===== src/design/mmh2_pkg.sv =====
// constants and types shared by the murmur2 hash stream block
// no dependencies
package mmh2_pkg;

    typedef logic [31:0] t_word;

    localparam t_word       MIX_MUL     = 32'h5bd1e995;
    localparam int unsigned MIX_SHIFT   = 24;
    localparam int unsigned FIN_SHIFT_A = 13;
    localparam int unsigned FIN_SHIFT_B = 15;

    localparam int unsigned KEY_LEN_W = 32;
    localparam int unsigned BYTE_W    = 8;

endpackage


===== src/design/mmh2_mul.sv =====
// shared multiplier: operand times the mixing constant, low 32 bits, registered
// depends on mmh2_pkg
module mmh2_mul (
    input  logic          i_clk,
    input  logic          i_en,
    input  mmh2_pkg::t_word i_operand,
    output mmh2_pkg::t_word o_product
);
    import mmh2_pkg::*;

    t_word r_prod;
    t_word n_prod;

    // 32-bit context keeps the low half of the product
    assign n_prod = i_operand * MIX_MUL;

    always_ff @(posedge i_clk) begin
        if (i_en) begin
            r_prod <= n_prod;
        end
    end

    assign o_product = r_prod;

endmodule


===== src/design/murmur2_hash_stream.sv =====
// murmur2 hash stream top level: byte sequencer around one shared multiplier
// depends on mmh2_pkg and mmh2_mul
//
//  channel dir  handshake      payload
//  s_axis  in   tvalid/tready  tdata[7:0] data_byte, [39:8] key_length; tlast last_byte
//  m_axis  out  tvalid/tready  tdata[31:0] hash_value
//  seed    in   i_seed_wr_en   i_seed_wr_data
//
// a byte that neither completes a word nor is last stays in S_IDLE; a word-completing
// byte runs S_K1, S_K2, S_H (three passes through the single multiplier). the last
// byte adds finalisation (S_FIN, S_FIN_W), after S_TAIL and S_TAIL_W when leftover
// bytes are folded in first, plus any wait for m_axis to drain the output register.
// a zero-length key skips to S_FIN. reset (synchronous, active low) clears seed and
// key state. the output register lets the next byte be taken while a hash waits.
module murmur2_hash_stream (
    input  logic        i_clk,
    input  logic        i_rst_n,
    input  logic        i_seed_wr_en,
    input  logic [31:0] i_seed_wr_data,
    input  logic        s_axis_tvalid,
    output logic        s_axis_tready,
    input  logic [39:0] s_axis_tdata,   // [7:0] data_byte, [39:8] key_length
    input  logic        s_axis_tlast,   // last_byte
    output logic        m_axis_tvalid,
    input  logic        m_axis_tready,
    output logic [31:0] m_axis_tdata    // [31:0] hash_value
);
    import mmh2_pkg::*;

    localparam logic [2:0] S_IDLE   = 3'd0;
    localparam logic [2:0] S_K1     = 3'd1;
    localparam logic [2:0] S_K2     = 3'd2;
    localparam logic [2:0] S_H      = 3'd3;
    localparam logic [2:0] S_TAIL   = 3'd4;
    localparam logic [2:0] S_TAIL_W = 3'd5;
    localparam logic [2:0] S_FIN    = 3'd6;
    localparam logic [2:0] S_FIN_W  = 3'd7;

    logic [2:0]  r_state, n_state;
    t_word       r_seed;
    t_word       r_h, n_h;
    t_word       r_k, n_k;
    logic [23:0] r_pend, n_pend;
    logic [1:0]  r_phase, n_phase;
    logic        r_inside, n_inside;
    logic        r_last, n_last;
    logic        r_out_valid, n_out_valid;
    t_word       r_out, n_out;

    logic        mul_en;
    t_word       mul_op;
    t_word       prod;

    logic [BYTE_W-1:0]    in_byte;
    logic [KEY_LEN_W-1:0] in_len;
    logic                 accept;
    logic                 out_free;
    t_word                base_h;
    logic [23:0]          base_pend;
    logic [1:0]           base_phase;
    t_word                k_shift;
    t_word                fin_res;

    assign in_byte  = s_axis_tdata[7:0];
    assign in_len   = s_axis_tdata[39:8];
    assign s_axis_tready = (r_state == S_IDLE);
    assign accept   = s_axis_tvalid && s_axis_tready;
    assign out_free = !r_out_valid || m_axis_tready;

    assign base_h     = r_inside ? r_h : (r_seed ^ in_len);
    assign base_pend  = r_inside ? r_pend : 24'd0;
    assign base_phase = r_inside ? r_phase : 2'd0;
    assign k_shift    = prod ^ (prod >> MIX_SHIFT);
    assign fin_res    = prod ^ (prod >> FIN_SHIFT_B);

    mmh2_mul u_mul (
        .i_clk     (i_clk),
        .i_en      (mul_en),
        .i_operand (mul_op),
        .o_product (prod)
    );

    always_comb begin
        n_state     = r_state;
        n_h         = r_h;
        n_k         = r_k;
        n_pend      = r_pend;
        n_phase     = r_phase;
        n_inside    = r_inside;
        n_last      = r_last;
        n_out_valid = r_out_valid && !m_axis_tready;
        n_out       = r_out;
        mul_en      = 1'b0;
        mul_op      = r_h;

        unique case (r_state)
            S_IDLE: begin
                if (accept) begin
                    n_h = base_h;
                    if (!r_inside && (in_len == '0)) begin
                        // empty key: byte ignored, straight to finalisation
                        n_state = S_FIN;
                    end else begin
                        n_inside = 1'b1;
                        n_last   = s_axis_tlast;
                        if (base_phase == 2'd3) begin
                            mul_en  = 1'b1;
                            mul_op  = {in_byte, base_pend};
                            n_pend  = 24'd0;
                            n_phase = 2'd0;
                            n_state = S_K1;
                        end else begin
                            unique case (base_phase)
                                2'd0:    n_pend = {16'd0, in_byte};
                                2'd1:    n_pend = {8'd0, in_byte, base_pend[7:0]};
                                default: n_pend = {in_byte, base_pend[15:0]};
                            endcase
                            n_phase = base_phase + 2'd1;
                            if (s_axis_tlast) begin
                                n_state = S_TAIL;
                            end
                        end
                    end
                end
            end
            S_K1: begin
                mul_en  = 1'b1;
                mul_op  = k_shift;
                n_state = S_K2;
            end
            S_K2: begin
                n_k     = prod;
                mul_en  = 1'b1;
                mul_op  = r_h;
                n_state = S_H;
            end
            S_H: begin
                n_h     = prod ^ r_k;
                n_state = r_last ? S_FIN : S_IDLE;
            end
            S_TAIL: begin
                mul_en  = 1'b1;
                mul_op  = r_h ^ {8'd0, r_pend};
                n_state = S_TAIL_W;
            end
            S_TAIL_W: begin
                n_h     = prod;
                n_state = S_FIN;
            end
            S_FIN: begin
                mul_en  = 1'b1;
                mul_op  = r_h ^ (r_h >> FIN_SHIFT_A);
                n_state = S_FIN_W;
            end
            default: begin
                // hold the product until the output register is free
                if (out_free) begin
                    n_out       = fin_res;
                    n_out_valid = 1'b1;
                    n_h         = '0;
                    n_pend      = 24'd0;
                    n_phase     = 2'd0;
                    n_inside    = 1'b0;
                    n_state     = S_IDLE;
                end
            end
        endcase
    end

    always_ff @(posedge i_clk) begin
        if (!i_rst_n) begin
            r_state     <= S_IDLE;
            r_seed      <= '0;
            r_h         <= '0;
            r_pend      <= 24'd0;
            r_phase     <= 2'd0;
            r_inside    <= 1'b0;
            r_last      <= 1'b0;
            r_out_valid <= 1'b0;
        end else begin
            r_state     <= n_state;
            r_h         <= n_h;
            r_pend      <= n_pend;
            r_phase     <= n_phase;
            r_inside    <= n_inside;
            r_last      <= n_last;
            r_out_valid <= n_out_valid;
            if (i_seed_wr_en) begin
                r_seed <= i_seed_wr_data;
            end
        end
    end

    always_ff @(posedge i_clk) begin
        r_k   <= n_k;
        r_out <= n_out;
    end

    assign m_axis_tvalid = r_out_valid;
    assign m_axis_tdata  = r_out;

    a_plain_byte_one_cycle: assert property (@(posedge i_clk) disable iff (!i_rst_n)
        (accept && r_inside && (r_phase != 2'd3) && !s_axis_tlast) |=> (r_state == S_IDLE))
        else $error("plain byte did not return to idle");

    a_hash_delivered: assert property (@(posedge i_clk) disable iff (!i_rst_n)
        ((r_state == S_FIN_W) && out_free) |=> (m_axis_tvalid && !r_inside))
        else $error("finished hash not presented");

    a_word_clears_phase: assert property (@(posedge i_clk) disable iff (!i_rst_n)
        (r_state == S_H) |-> (r_phase == 2'd0 && r_pend == 24'd0))
        else $error("pending bytes left after word mix");

    a_busy_blocks_input: assert property (@(posedge i_clk) disable iff (!i_rst_n)
        (accept && r_inside && (r_phase == 2'd3)) |=> (r_state == S_K1 && !s_axis_tready))
        else $error("word mix not started");

endmodule


===== config.mk =====
export PLATFORM = sky130hd
export DESIGN_NAME = murmur2_hash_stream
export DESIGN_NICKNAME = d
export VERILOG_FILES = /design/src/design/mmh2_pkg.sv /design/src/design/mmh2_mul.sv /design/src/design/murmur2_hash_stream.sv
export SDC_FILE = /design/constraint.sdc
export NUM_CORES = 1
export LEC_CHECK = 0
export BUFFER_PORTS_ARGS = -buffer_cell sky130_fd_sc_hd__buf_2
export CAP_MARGIN = 0
export CORE_MARGIN = 2
export CORE_UTILIZATION = 40
export DETAILED_ROUTE_END_ITERATION = 7
export PLACE_DENSITY = 0.57
export SYNTH_ARGS = -nofsm -noshare
export SYNTH_HDL_FRONTEND = slang
export SYNTH_HIERARCHICAL = 1
export SYNTH_SLANG_ARGS = --single-unit

===== constraint.sdc =====
create_clock -name i_clk -period 11.9 [get_ports i_clk]
set_clock_uncertainty 0.2 [all_clocks]
set_input_delay 0.595 -clock i_clk [delete_from_list [all_inputs] [get_ports i_clk]]
set_output_delay 0.595 -clock i_clk [all_outputs]
set_load 0.02 [all_outputs]

==> results of run 1 <==
[final cells by class]
cell class / count / area, um2 / share of cell area, %
clock buffer: 18 / 439.2 / 2.139
clock inverter: 14 / 193.9 / 0.9448
inverter: 399 / 1498 / 7.296
multi-input combinational: 1202 / 12000 / 58.48
sequential: 192 / 4807 / 23.42
tap: 607 / 759.5 / 3.700
timing repair buffer: 147 / 825.8 / 4.023
[cell usage in the layout (no fill, tap or decap), drive strengths merged, types with 35 or more instances in the layout]
cell type	count
mux2i	51
xor2	107
xnor2	54
buf	147
a211oi	43
nand2	97
ha	219
fa	181
dfxtp	96
nor2	35
inv	405
o21ai	49
a21oi	56
edfxtp	96
[path summary, 6_finish.rpt]
kind	startpoint	end	slack, ns	cells past startpoint
setup reg to reg	r_inside	u_mul/o_product[31]	2.06	28
hold / removal	i_seed_wr_data[20]	r_seed[20]	0.20	3
setup / recovery	r_inside	u_mul/o_product[31]	2.06	28
hold reg to reg	r_pend[3]	r_pend[3]	0.31	1
[registers in the layout, indices dropped and copies added, names as in the netlist]
| register | count |
|---|---|
| m_axis_tdata | 32 |
| r_state | 3 |
| r_h | 32 |
| r_seed | 32 |
| r_pend | 24 |
| r_k | 32 |
| r_phase | 2 |
| u_mul/o_product | 32 |
| r_last | 1 |
| m_axis_tvalid | 1 |
| r_inside | 1 |
[layer usage]
metal  vias up  part of all wire [%]  global-route usage [%]
met5         -                 0.024                       0
met4         2                   4.8                   10.94
met3        94                   5.8                   3.658
met2       429                    44                   35.55
met1      6642                    45                   31.63
li1       6383                     -                       -
[critical path: cells and delay by family, from the launching register on]
family / cells / cell delay (ns)
AND/OR/NAND/NOR: 5 / 1.62
AO/OA/AOI/OAI: 4 / 1.42
flip-flops: 1 / 0.57
XOR/XNOR: 5 / 1.12
adder cells (fa/ha/maj): 8 / 4.07
buffers and inverters: 6 / 0.68
[metrics by stage]
stage                     worst slack (ns)  util (%)  instances
after floorplan                      3.014         -       1871
after global placement               2.175     43.01       2547
after detailed placement             1.990     43.01       2547
after CTS                            2.111     44.37       2579
after global routing                 1.667     44.37       2579
final                                2.061     44.37       2579
[kinds of logic after synthesis]
group,after synthesis
flops,192
simple gates,237
fa+ha+maj,400
mux,51
xor+xnor,162
compound gates,352
buf+inv,477
==> metrics.txt, run 1 <==
mux contribution to synthesized area 2.743%; Post-CTS Resized 0; Fin Setup TNS 0 ns; fill count 4,400; Total GRT Usage 23.04%; top-count cell post-synth inv_1; total grt overflow 0; via count 13,550; Setup CP Type reg2reg; clk_lat worst skew 0.45 ns; crit path time final 9.839 ns; Most used DFF post-synth edfxtp_1; ranking of synthesized cells by area fa_1 (19%), edfxtp_1 (15%), ha_1 (15%); sequential-to-total area share from yosys stat 25.82%; Via-to-Cell Ratio 5.254; Core ar. 0.04626 mm2; Net Count, Synth 2,349; CP peak stage delay 0.62 ns; layout cell share with drive strength beyond 1 10.24%; largest net degree at the start of global routing 77; Post-Place Cell Area 0.01989 mm2; Routed WL 53,990 um; IO Port Bufs 111; post-route ant nets 0; final setup fails 0; postcts setup bufs 0; # clock sinks 192; drt drc 0; Critical Path Fanout Max 17; CTS tree yes; fin crit share 82.68%; status complete, no violations; final hold slack 0.1980 ns; Synth Warn # 6; Worst Hold Class in2reg; flops & latches, synth 192; fmax 0.1016 GHz; Num CTS Buffers 17; Mapped Cells 1,871; clk slew on worst S/H paths 0.08 ns; # IOs 112; post-synth cell types 62; CTS Root Cell clkbuf_16; Final Cell Area 0.02053 mm2; largest family of logic cells by synthesized area adder cells; Synth Area in XOR/XNOR 7.745%; Rel. slew slack 22.71%; Worst EP required 12.02 ns; Die Width 219.7 um; RSZ-0062 raised after global routing false; Yosys top cell by area fa_1; crit path max-delay cell type or3_1; Post-synth EDFFs 96; Crit path top cell by count fa_1; GPL Wtd Cong 0.9092; adder-cell share of the synthesized area 34.19%; Die Y 219.7 um; Die ar. 0.04827 mm2; Antenna Cells 0; synthesized area per cell 9.947 um2; Least-Margin Pin Slew 1.155 ns; Worst setup SP type register; vias in the first global route 13,660; CP Data Arrival Time 9.96 ns; DP Wirelength 41,390 um; Compound-Gate Fraction of Synth Area 13.55%; Final Max Tran Viols 0; nets 2,437; initial antenna violation count 1; synth-to-layout area growth 10.30%; H-tree depth 4; post-synthesis simple-gate area fraction 6.051%; num rows 79; first-pass GRT wire length 82,140 um; max-cap violation count 0; Synth Cell Area 0.01861 mm2; Hold Violations, Final 0; area fraction of the dominant cell type after synthesis 19.47%; Max clock buf depth 2; Post-synth top cells inv_1 (398), ha_1 (219), fa_1 (181); CP endpoint kind register; Async SR Flop Fraction 0%; initial DRC count 907; DRT Pass-1 Iters 6; Initial Utilization 40.23%; DR WL/cell 20.94 um; cts hold-fix bufs 0
Power of run 1 is left out: the tool's default activity adds up to more than one toggle a clock period on the data nets, which glitch-free logic cannot reach.
==> run 2, diff against run 1 <==
--- a/config.mk
+++ b/config.mk
@@ -10,7 +10,7 @@
 export CORE_MARGIN = 2
 export CORE_UTILIZATION = 40
 export DETAILED_ROUTE_END_ITERATION = 7
-export PLACE_DENSITY = 0.57
+export PLACE_DENSITY = 0.59
 export SYNTH_ARGS = -nofsm -noshare
 export SYNTH_HDL_FRONTEND = slang
 export SYNTH_HIERARCHICAL = 1
==> constraint.sdc (replaced) <==
create_clock -name i_clk -period 8.3 [get_ports i_clk]
set_clock_uncertainty 0.2 [all_clocks]
set_input_delay 0.415 -clock i_clk [delete_from_list [all_inputs] [get_ports i_clk]]
set_output_delay 0.415 -clock i_clk [all_outputs]
set_load 0.02 [all_outputs]
==> run 2 against run 1 <==
- first-iteration DRC count rose by 12%
- sequential cell count did not move
- global-route usage rose by 0.41 points
- setup slack got worse by 1.8 ns
- worst hold slack got worse by 0.18 ns
- count of clock-buffer cells in the layout rose by 4
- wire length rose by 3.0%
- largest cell class unchanged
==> metrics.txt, run 2 (synthesized netlist as in run 1, its figures left out) <==
Fin Setup TNS 0 ns (unchanged); CP endpoint kind register (unchanged); crit path time final 8.014 ns (was 9.839 ns); IO Port Bufs 111 (unchanged); layout cell share with drive strength beyond 1 19.43% (was 10.24%); Worst setup SP type register (unchanged); Critical Path Stages 31 (was 28); first-pass GRT wire length 84,490 um (was 82,140 um); Max clock buf depth 2 (unchanged); GPL Wtd Cong 0.9316 (was 0.9092); Core ar. 0.04626 mm2 (unchanged); Via-to-Cell Ratio 5.155 (was 5.254); CP peak stage delay 0.54 ns (was 0.62 ns); Least-Margin Pin Slew 0.9562 ns (was 1.155 ns); Core Util, Final 47.84% (was 44.37%); Setup WS pre-CTS -0.3654 ns (was 1.990 ns); Hold Path Cell Cnt 3 (unchanged); max-cap violation count 0 (unchanged); CP Buf/Inv Count 9 (was 6); CP Data Arrival Time 8.05 ns (was 9.96 ns); H-tree depth 4 (unchanged); # IOs 112 (unchanged); largest net degree at the start of global routing 74 (was 77); Final Max Tran Viols 0 (unchanged); Die Y 219.7 um (unchanged); total grt overflow 0 (unchanged); final setup fails 0 (unchanged); worst setup margin 0.2860 ns (was 2.061 ns); CTS Root Cell clkbuf_16 (unchanged); Worst Hold Class in2reg (unchanged); Total GRT Usage 23.44% (was 23.04%); initial antenna violation count 0 (was 1); synth-to-layout area growth 18.91% (was 10.30%); Critical Path Fanout Max 9 (was 17); Rel. slew slack 36.25% (was 22.71%); clk slew on worst S/H paths 0.08 ns (about the same); initial DRC count 1,020 (was 907); Routed WL 55,600 um (was 53,990 um); Setup CP Type reg2reg (unchanged); fin crit share 96.55% (was 82.68%); FF-to-FF path depth 31 (was 28); delay-heaviest family, CP adder cells (unchanged); nets 2,622 (was 2,437); final hold slack 0.01991 ns (was 0.1980 ns); commonest non-fill, non-tap cells in the layout inv_1 (392), ha_1 (217), buf_4 (206), fa_1 (179), buf_2 (111) (was inv_1 (398), ha_1 (219), fa_1 (181), buf_2 (111), xor2_1 (107)); Hold Violations, Final 0 (unchanged); Antenna Cells 0 (unchanged); Num CTS Buffers 17 (unchanged); DP Wirelength 44,570 um (was 41,390 um); vias in the first global route 14,470 (was 13,660); CTS tree yes (unchanged); DR WL/cell 20.12 um (was 20.94 um); Die Width 219.7 um (unchanged); DRT Pass-1 Iters 5 (was 6); status complete, no violations (unchanged); num rows 79 (unchanged); Die ar. 0.04827 mm2 (unchanged); crit path max-delay cell type fa_1 (was or3_1); Worst EP required 8.33 ns (was 12.02 ns); clk_lat worst skew 0.46 ns (was 0.45 ns); drt drc 0 (unchanged); Initial Utilization 40.23% (unchanged); commonest non-fill, non-tap cell in the layout inv_1 (unchanged); via count 14,250 (was 13,550); # clock sinks 192 (unchanged); fmax 0.1248 GHz (was 0.1016 GHz); post-route ant nets 0 (unchanged)
run 2: cell types whose count changed in the layout (fill, tap and decap cells not counted), moves of 3 or more:
cell	previous run	this run
a21oi_2	4	9
inv_1	398	392
buf_4	36	206
o21ai_0	43	37
buf_6	0	4
a21oi_1	51	46
inv_2	1	7
clkinv_8	4	1
buf_12	0	8
o21ai_2	0	6
run 2: metal layers:
layer,vias to the layer above,share of wire (%),global-route usage (%)
met5,-,0,0
met2,423,46,37.88
li1,6760,-,-
met3,87,4.8,2.940
met4,0,4.2,9.888
met1,6979,45,31.75
run 2: cell type report:
type / instances / area (um2)
repair buffers: 332 / 2347
inverters: 399 / 1498
clock inverters: 10 / 92.59
fillers: 4317 / 24130
flip-flops and latches: 192 / 4811
clock buffers: 22 / 485.5
multi-input cells: 1202 / 12140
well taps: 607 / 759.5
run 2: through the flow:
step | cells | cell area (um2)
after floorplan | 1871 | 18630
after global routing | 2764 | 22130
after global placement | 2729 | 21360
after CTS | 2762 | 21970
final | 2764 | 22130
after detailed placement | 2729 | 21360
run 2: worst min-delay path: cells and delay by family:
family | cells | cell delay (ns)
mux | 1 | 0.05
simple gates | 1 | 0.10
buf+inv | 1 | 0.07
run 2: path summary, 6_finish.rpt:
path | from | end | slack [ns]
setup / recovery | r_inside | u_mul/o_product[25] | 0.29
hold reg to reg | r_last | r_last | 0.30
setup reg to reg | r_inside | u_mul/o_product[25] | 0.29
hold / removal | i_seed_wr_data[8] | r_seed[8] | 0.02
run 2: repair_timing:
item | in CTS | in global routing
buffers inserted | 0 | 3
pin swaps | 1 | 19
endpoints found under the setup margin | 5 | 11
hold buffers | 1 | 0
gates cloned | 0 | 0
resized for setup | 6 | 41
endpoints found under the hold margin | 1 | 0
Power of run 2 is left out for the same reason.
==> run 3, diff against run 2 <==
--- a/config.mk
+++ b/config.mk
@@ -10,7 +10,7 @@
 export CORE_MARGIN = 2
 export CORE_UTILIZATION = 40
 export DETAILED_ROUTE_END_ITERATION = 7
-export PLACE_DENSITY = 0.59
+export PLACE_DENSITY_LB_ADDON = 0.3
 export SYNTH_ARGS = -nofsm -noshare
 export SYNTH_HDL_FRONTEND = slang
 export SYNTH_HIERARCHICAL = 1
==> run 3 against run 2 <==
- wire length fell by 2.1%
- die area unchanged
- count of clock-buffer cells in the layout up 1
- cell count fell by 0.90%
- via count decreased by 0.55%
- first-iteration DRC count down 12%
- utilization shrank 0.77 points
- critical path depth stayed put
- global-route usage is 0.42 points lower
- fmax up 0.69%
- sequential share of layout area grew 0.36 points
- register-to-register slack better by 0.05 ns
- highest routed layer unchanged
==> metrics.txt, run 3 (synthesized netlist as in run 1, its figures left out) <==
status complete, no violations (unchanged); IO Port Bufs 111 (unchanged); Die Width 219.7 um (unchanged); CTS tree yes (unchanged); CTS Root Cell clkbuf_16 (unchanged); post-route ant nets 0 (unchanged); commonest non-fill, non-tap cells in the layout inv_1 (395), ha_1 (219), buf_4 (190), fa_1 (180), buf_2 (111) (was inv_1 (392), ha_1 (217), buf_4 (206), fa_1 (179), buf_2 (111)); fill count 4,350 (was 4,317); layout cell share with drive strength beyond 1 17.68% (was 19.43%); Hold Violations, Final 0 (unchanged); Die Y 219.7 um (unchanged); R2R Setup Slk 0.34 ns (was 0.29 ns); Setup CP Type reg2reg (unchanged); nets 2,597 (was 2,622); CP Buf/Inv Count 10 (was 9); Critical Path Fanout Max 16 (was 9); max-cap violation count 0 (unchanged); Core ar. 0.04626 mm2 (unchanged); drt drc 0 (unchanged); Total GRT Usage 23.02% (was 23.44%); via count 14,170 (was 14,250); num rows 79 (unchanged); Antenna Cells 0 (unchanged); delay-heaviest family, CP adder cells (unchanged); DRT Pass-1 Iters 5 (unchanged); H-tree depth 4 (unchanged); first-pass GRT wire length 83,660 um (was 84,490 um); initial antenna violation count 0 (unchanged); critical path startpoint r_inside (unchanged); crit path max-delay cell type fa_1 (unchanged); CP Data Arrival Time 7.96 ns (was 8.05 ns); fin crit share 95.89% (was 96.55%); Worst Hold Class in2reg (unchanged); RSZ-0062 raised after global routing false; clk slew on worst S/H paths 0.07 ns (was 0.08 ns); Max clock buf depth 2 (unchanged); initial DRC count 900 (was 1,020); hold wc startpoint i_seed_wr_data[17] (was i_seed_wr_data[8]); vias in the first global route 14,480 (was 14,470); postcts setup bufs 0 (unchanged); final setup fails 0 (unchanged); GPL Wtd Cong 0.9545 (was 0.9316); FF-to-FF Start r_inside (unchanged); DR WL/cell 19.88 um (was 20.12 um); worst setup margin 0.3409 ns (was 0.2860 ns); CP endpoint kind register (unchanged); fmax 0.1256 GHz (was 0.1248 GHz); DP Wirelength 43,630 um (was 44,570 um); crit path time final 7.959 ns (was 8.014 ns); # clock sinks 192 (unchanged); Setup WS pre-CTS -0.3352 ns (was -0.3654 ns); Die ar. 0.04827 mm2 (unchanged); Rel. slew slack 36.17% (was 36.25%); CP peak stage delay 0.54 ns (about the same); Initial Utilization 40.23% (unchanged); # IOs 112 (unchanged); Routed WL 54,450 um (was 55,600 um); Final Max Tran Viols 0 (unchanged); commonest non-fill, non-tap cell in the layout inv_1 (unchanged); Least-Margin Pin Slew 0.9575 ns (was 0.9562 ns); synth-to-layout area growth 17.00% (was 18.91%); Num CTS Buffers 17 (unchanged); Worst EP required 8.30 ns (was 8.33 ns); Worst setup SP type register (unchanged); clk_lat worst skew 0.44 ns (was 0.46 ns); Via-to-Cell Ratio 5.174 (was 5.155); largest net degree at the start of global routing 97 (was 74); total grt overflow 0 (unchanged)
## run 3: timing repair
action | 4_1_cts | 5_1_grt
gates resized for setup | 3 | 27
setup endpoints to repair | 4 | 11
hold endpoints to repair | 0 | 0
pin swaps | 3 | 12
gates cloned | 0 | 0
hold buffers | 0 | 0
## run 3: final timing paths
kind | to | depth (start not counted)
max | u_mul/o_product[29] | 31
min | r_seed[17] | 3
max reg2reg | u_mul/o_product[29] | 31
min reg2reg | r_last | 2
## run 3: cell type report
type | instances | area, um2 | share of cell area, %
multi-input combinational | 1202 | 12080 | 55.49
sequential | 192 | 4811 | 22.10
timing repair buffer | 307 | 2074 | 9.528
inverter | 399 | 1498 | 6.879
tap | 607 | 759.5 | 3.488
clock buffer | 23 | 469.2 | 2.155
clock inverter | 9 | 80.08 | 0.3678
## run 3: metrics by stage
step / util, % / cells / hold WS [ns] / cell area, um2 / setup TNS [ns]
floorplan: - / 1871 / 0.2244 / 18630 / 0
global placement: 45.65 / 2707 / 0.2757 / 21120 / -1.028
detailed placement: 45.65 / 2707 / 0.2886 / 21120 / -1.795
CTS: 46.86 / 2739 / 0.01977 / 21680 / 0
global route: 47.07 / 2739 / 0.03082 / 21770 / 0
finish: 47.07 / 2739 / 0.04372 / 21770 / 0
## run 3: routing by layer
| metal | global-route usage [%] | vias to the layer above | part of all wire [%] |
|---|---|---|---|
| li1 | - | 6704 | - |
| met4 | 9.262 | 0 | 4.0 |
| met5 | 0 | - | 0 |
| met3 | 2.236 | 85 | 5.0 |
| met2 | 37.71 | 440 | 46 |
| met1 | 31.34 | 6942 | 45 |
## run 3: tightest hold or removal path, delay by kind of cell
| family | cells | cell delay (ns) |
|---|---|---|
| and+or+nand+nor | 1 | 0.09 |
| muxes | 1 | 0.06 |
| buffers and inverters | 1 | 0.07 |
Power of run 3 is left out for the same reason.
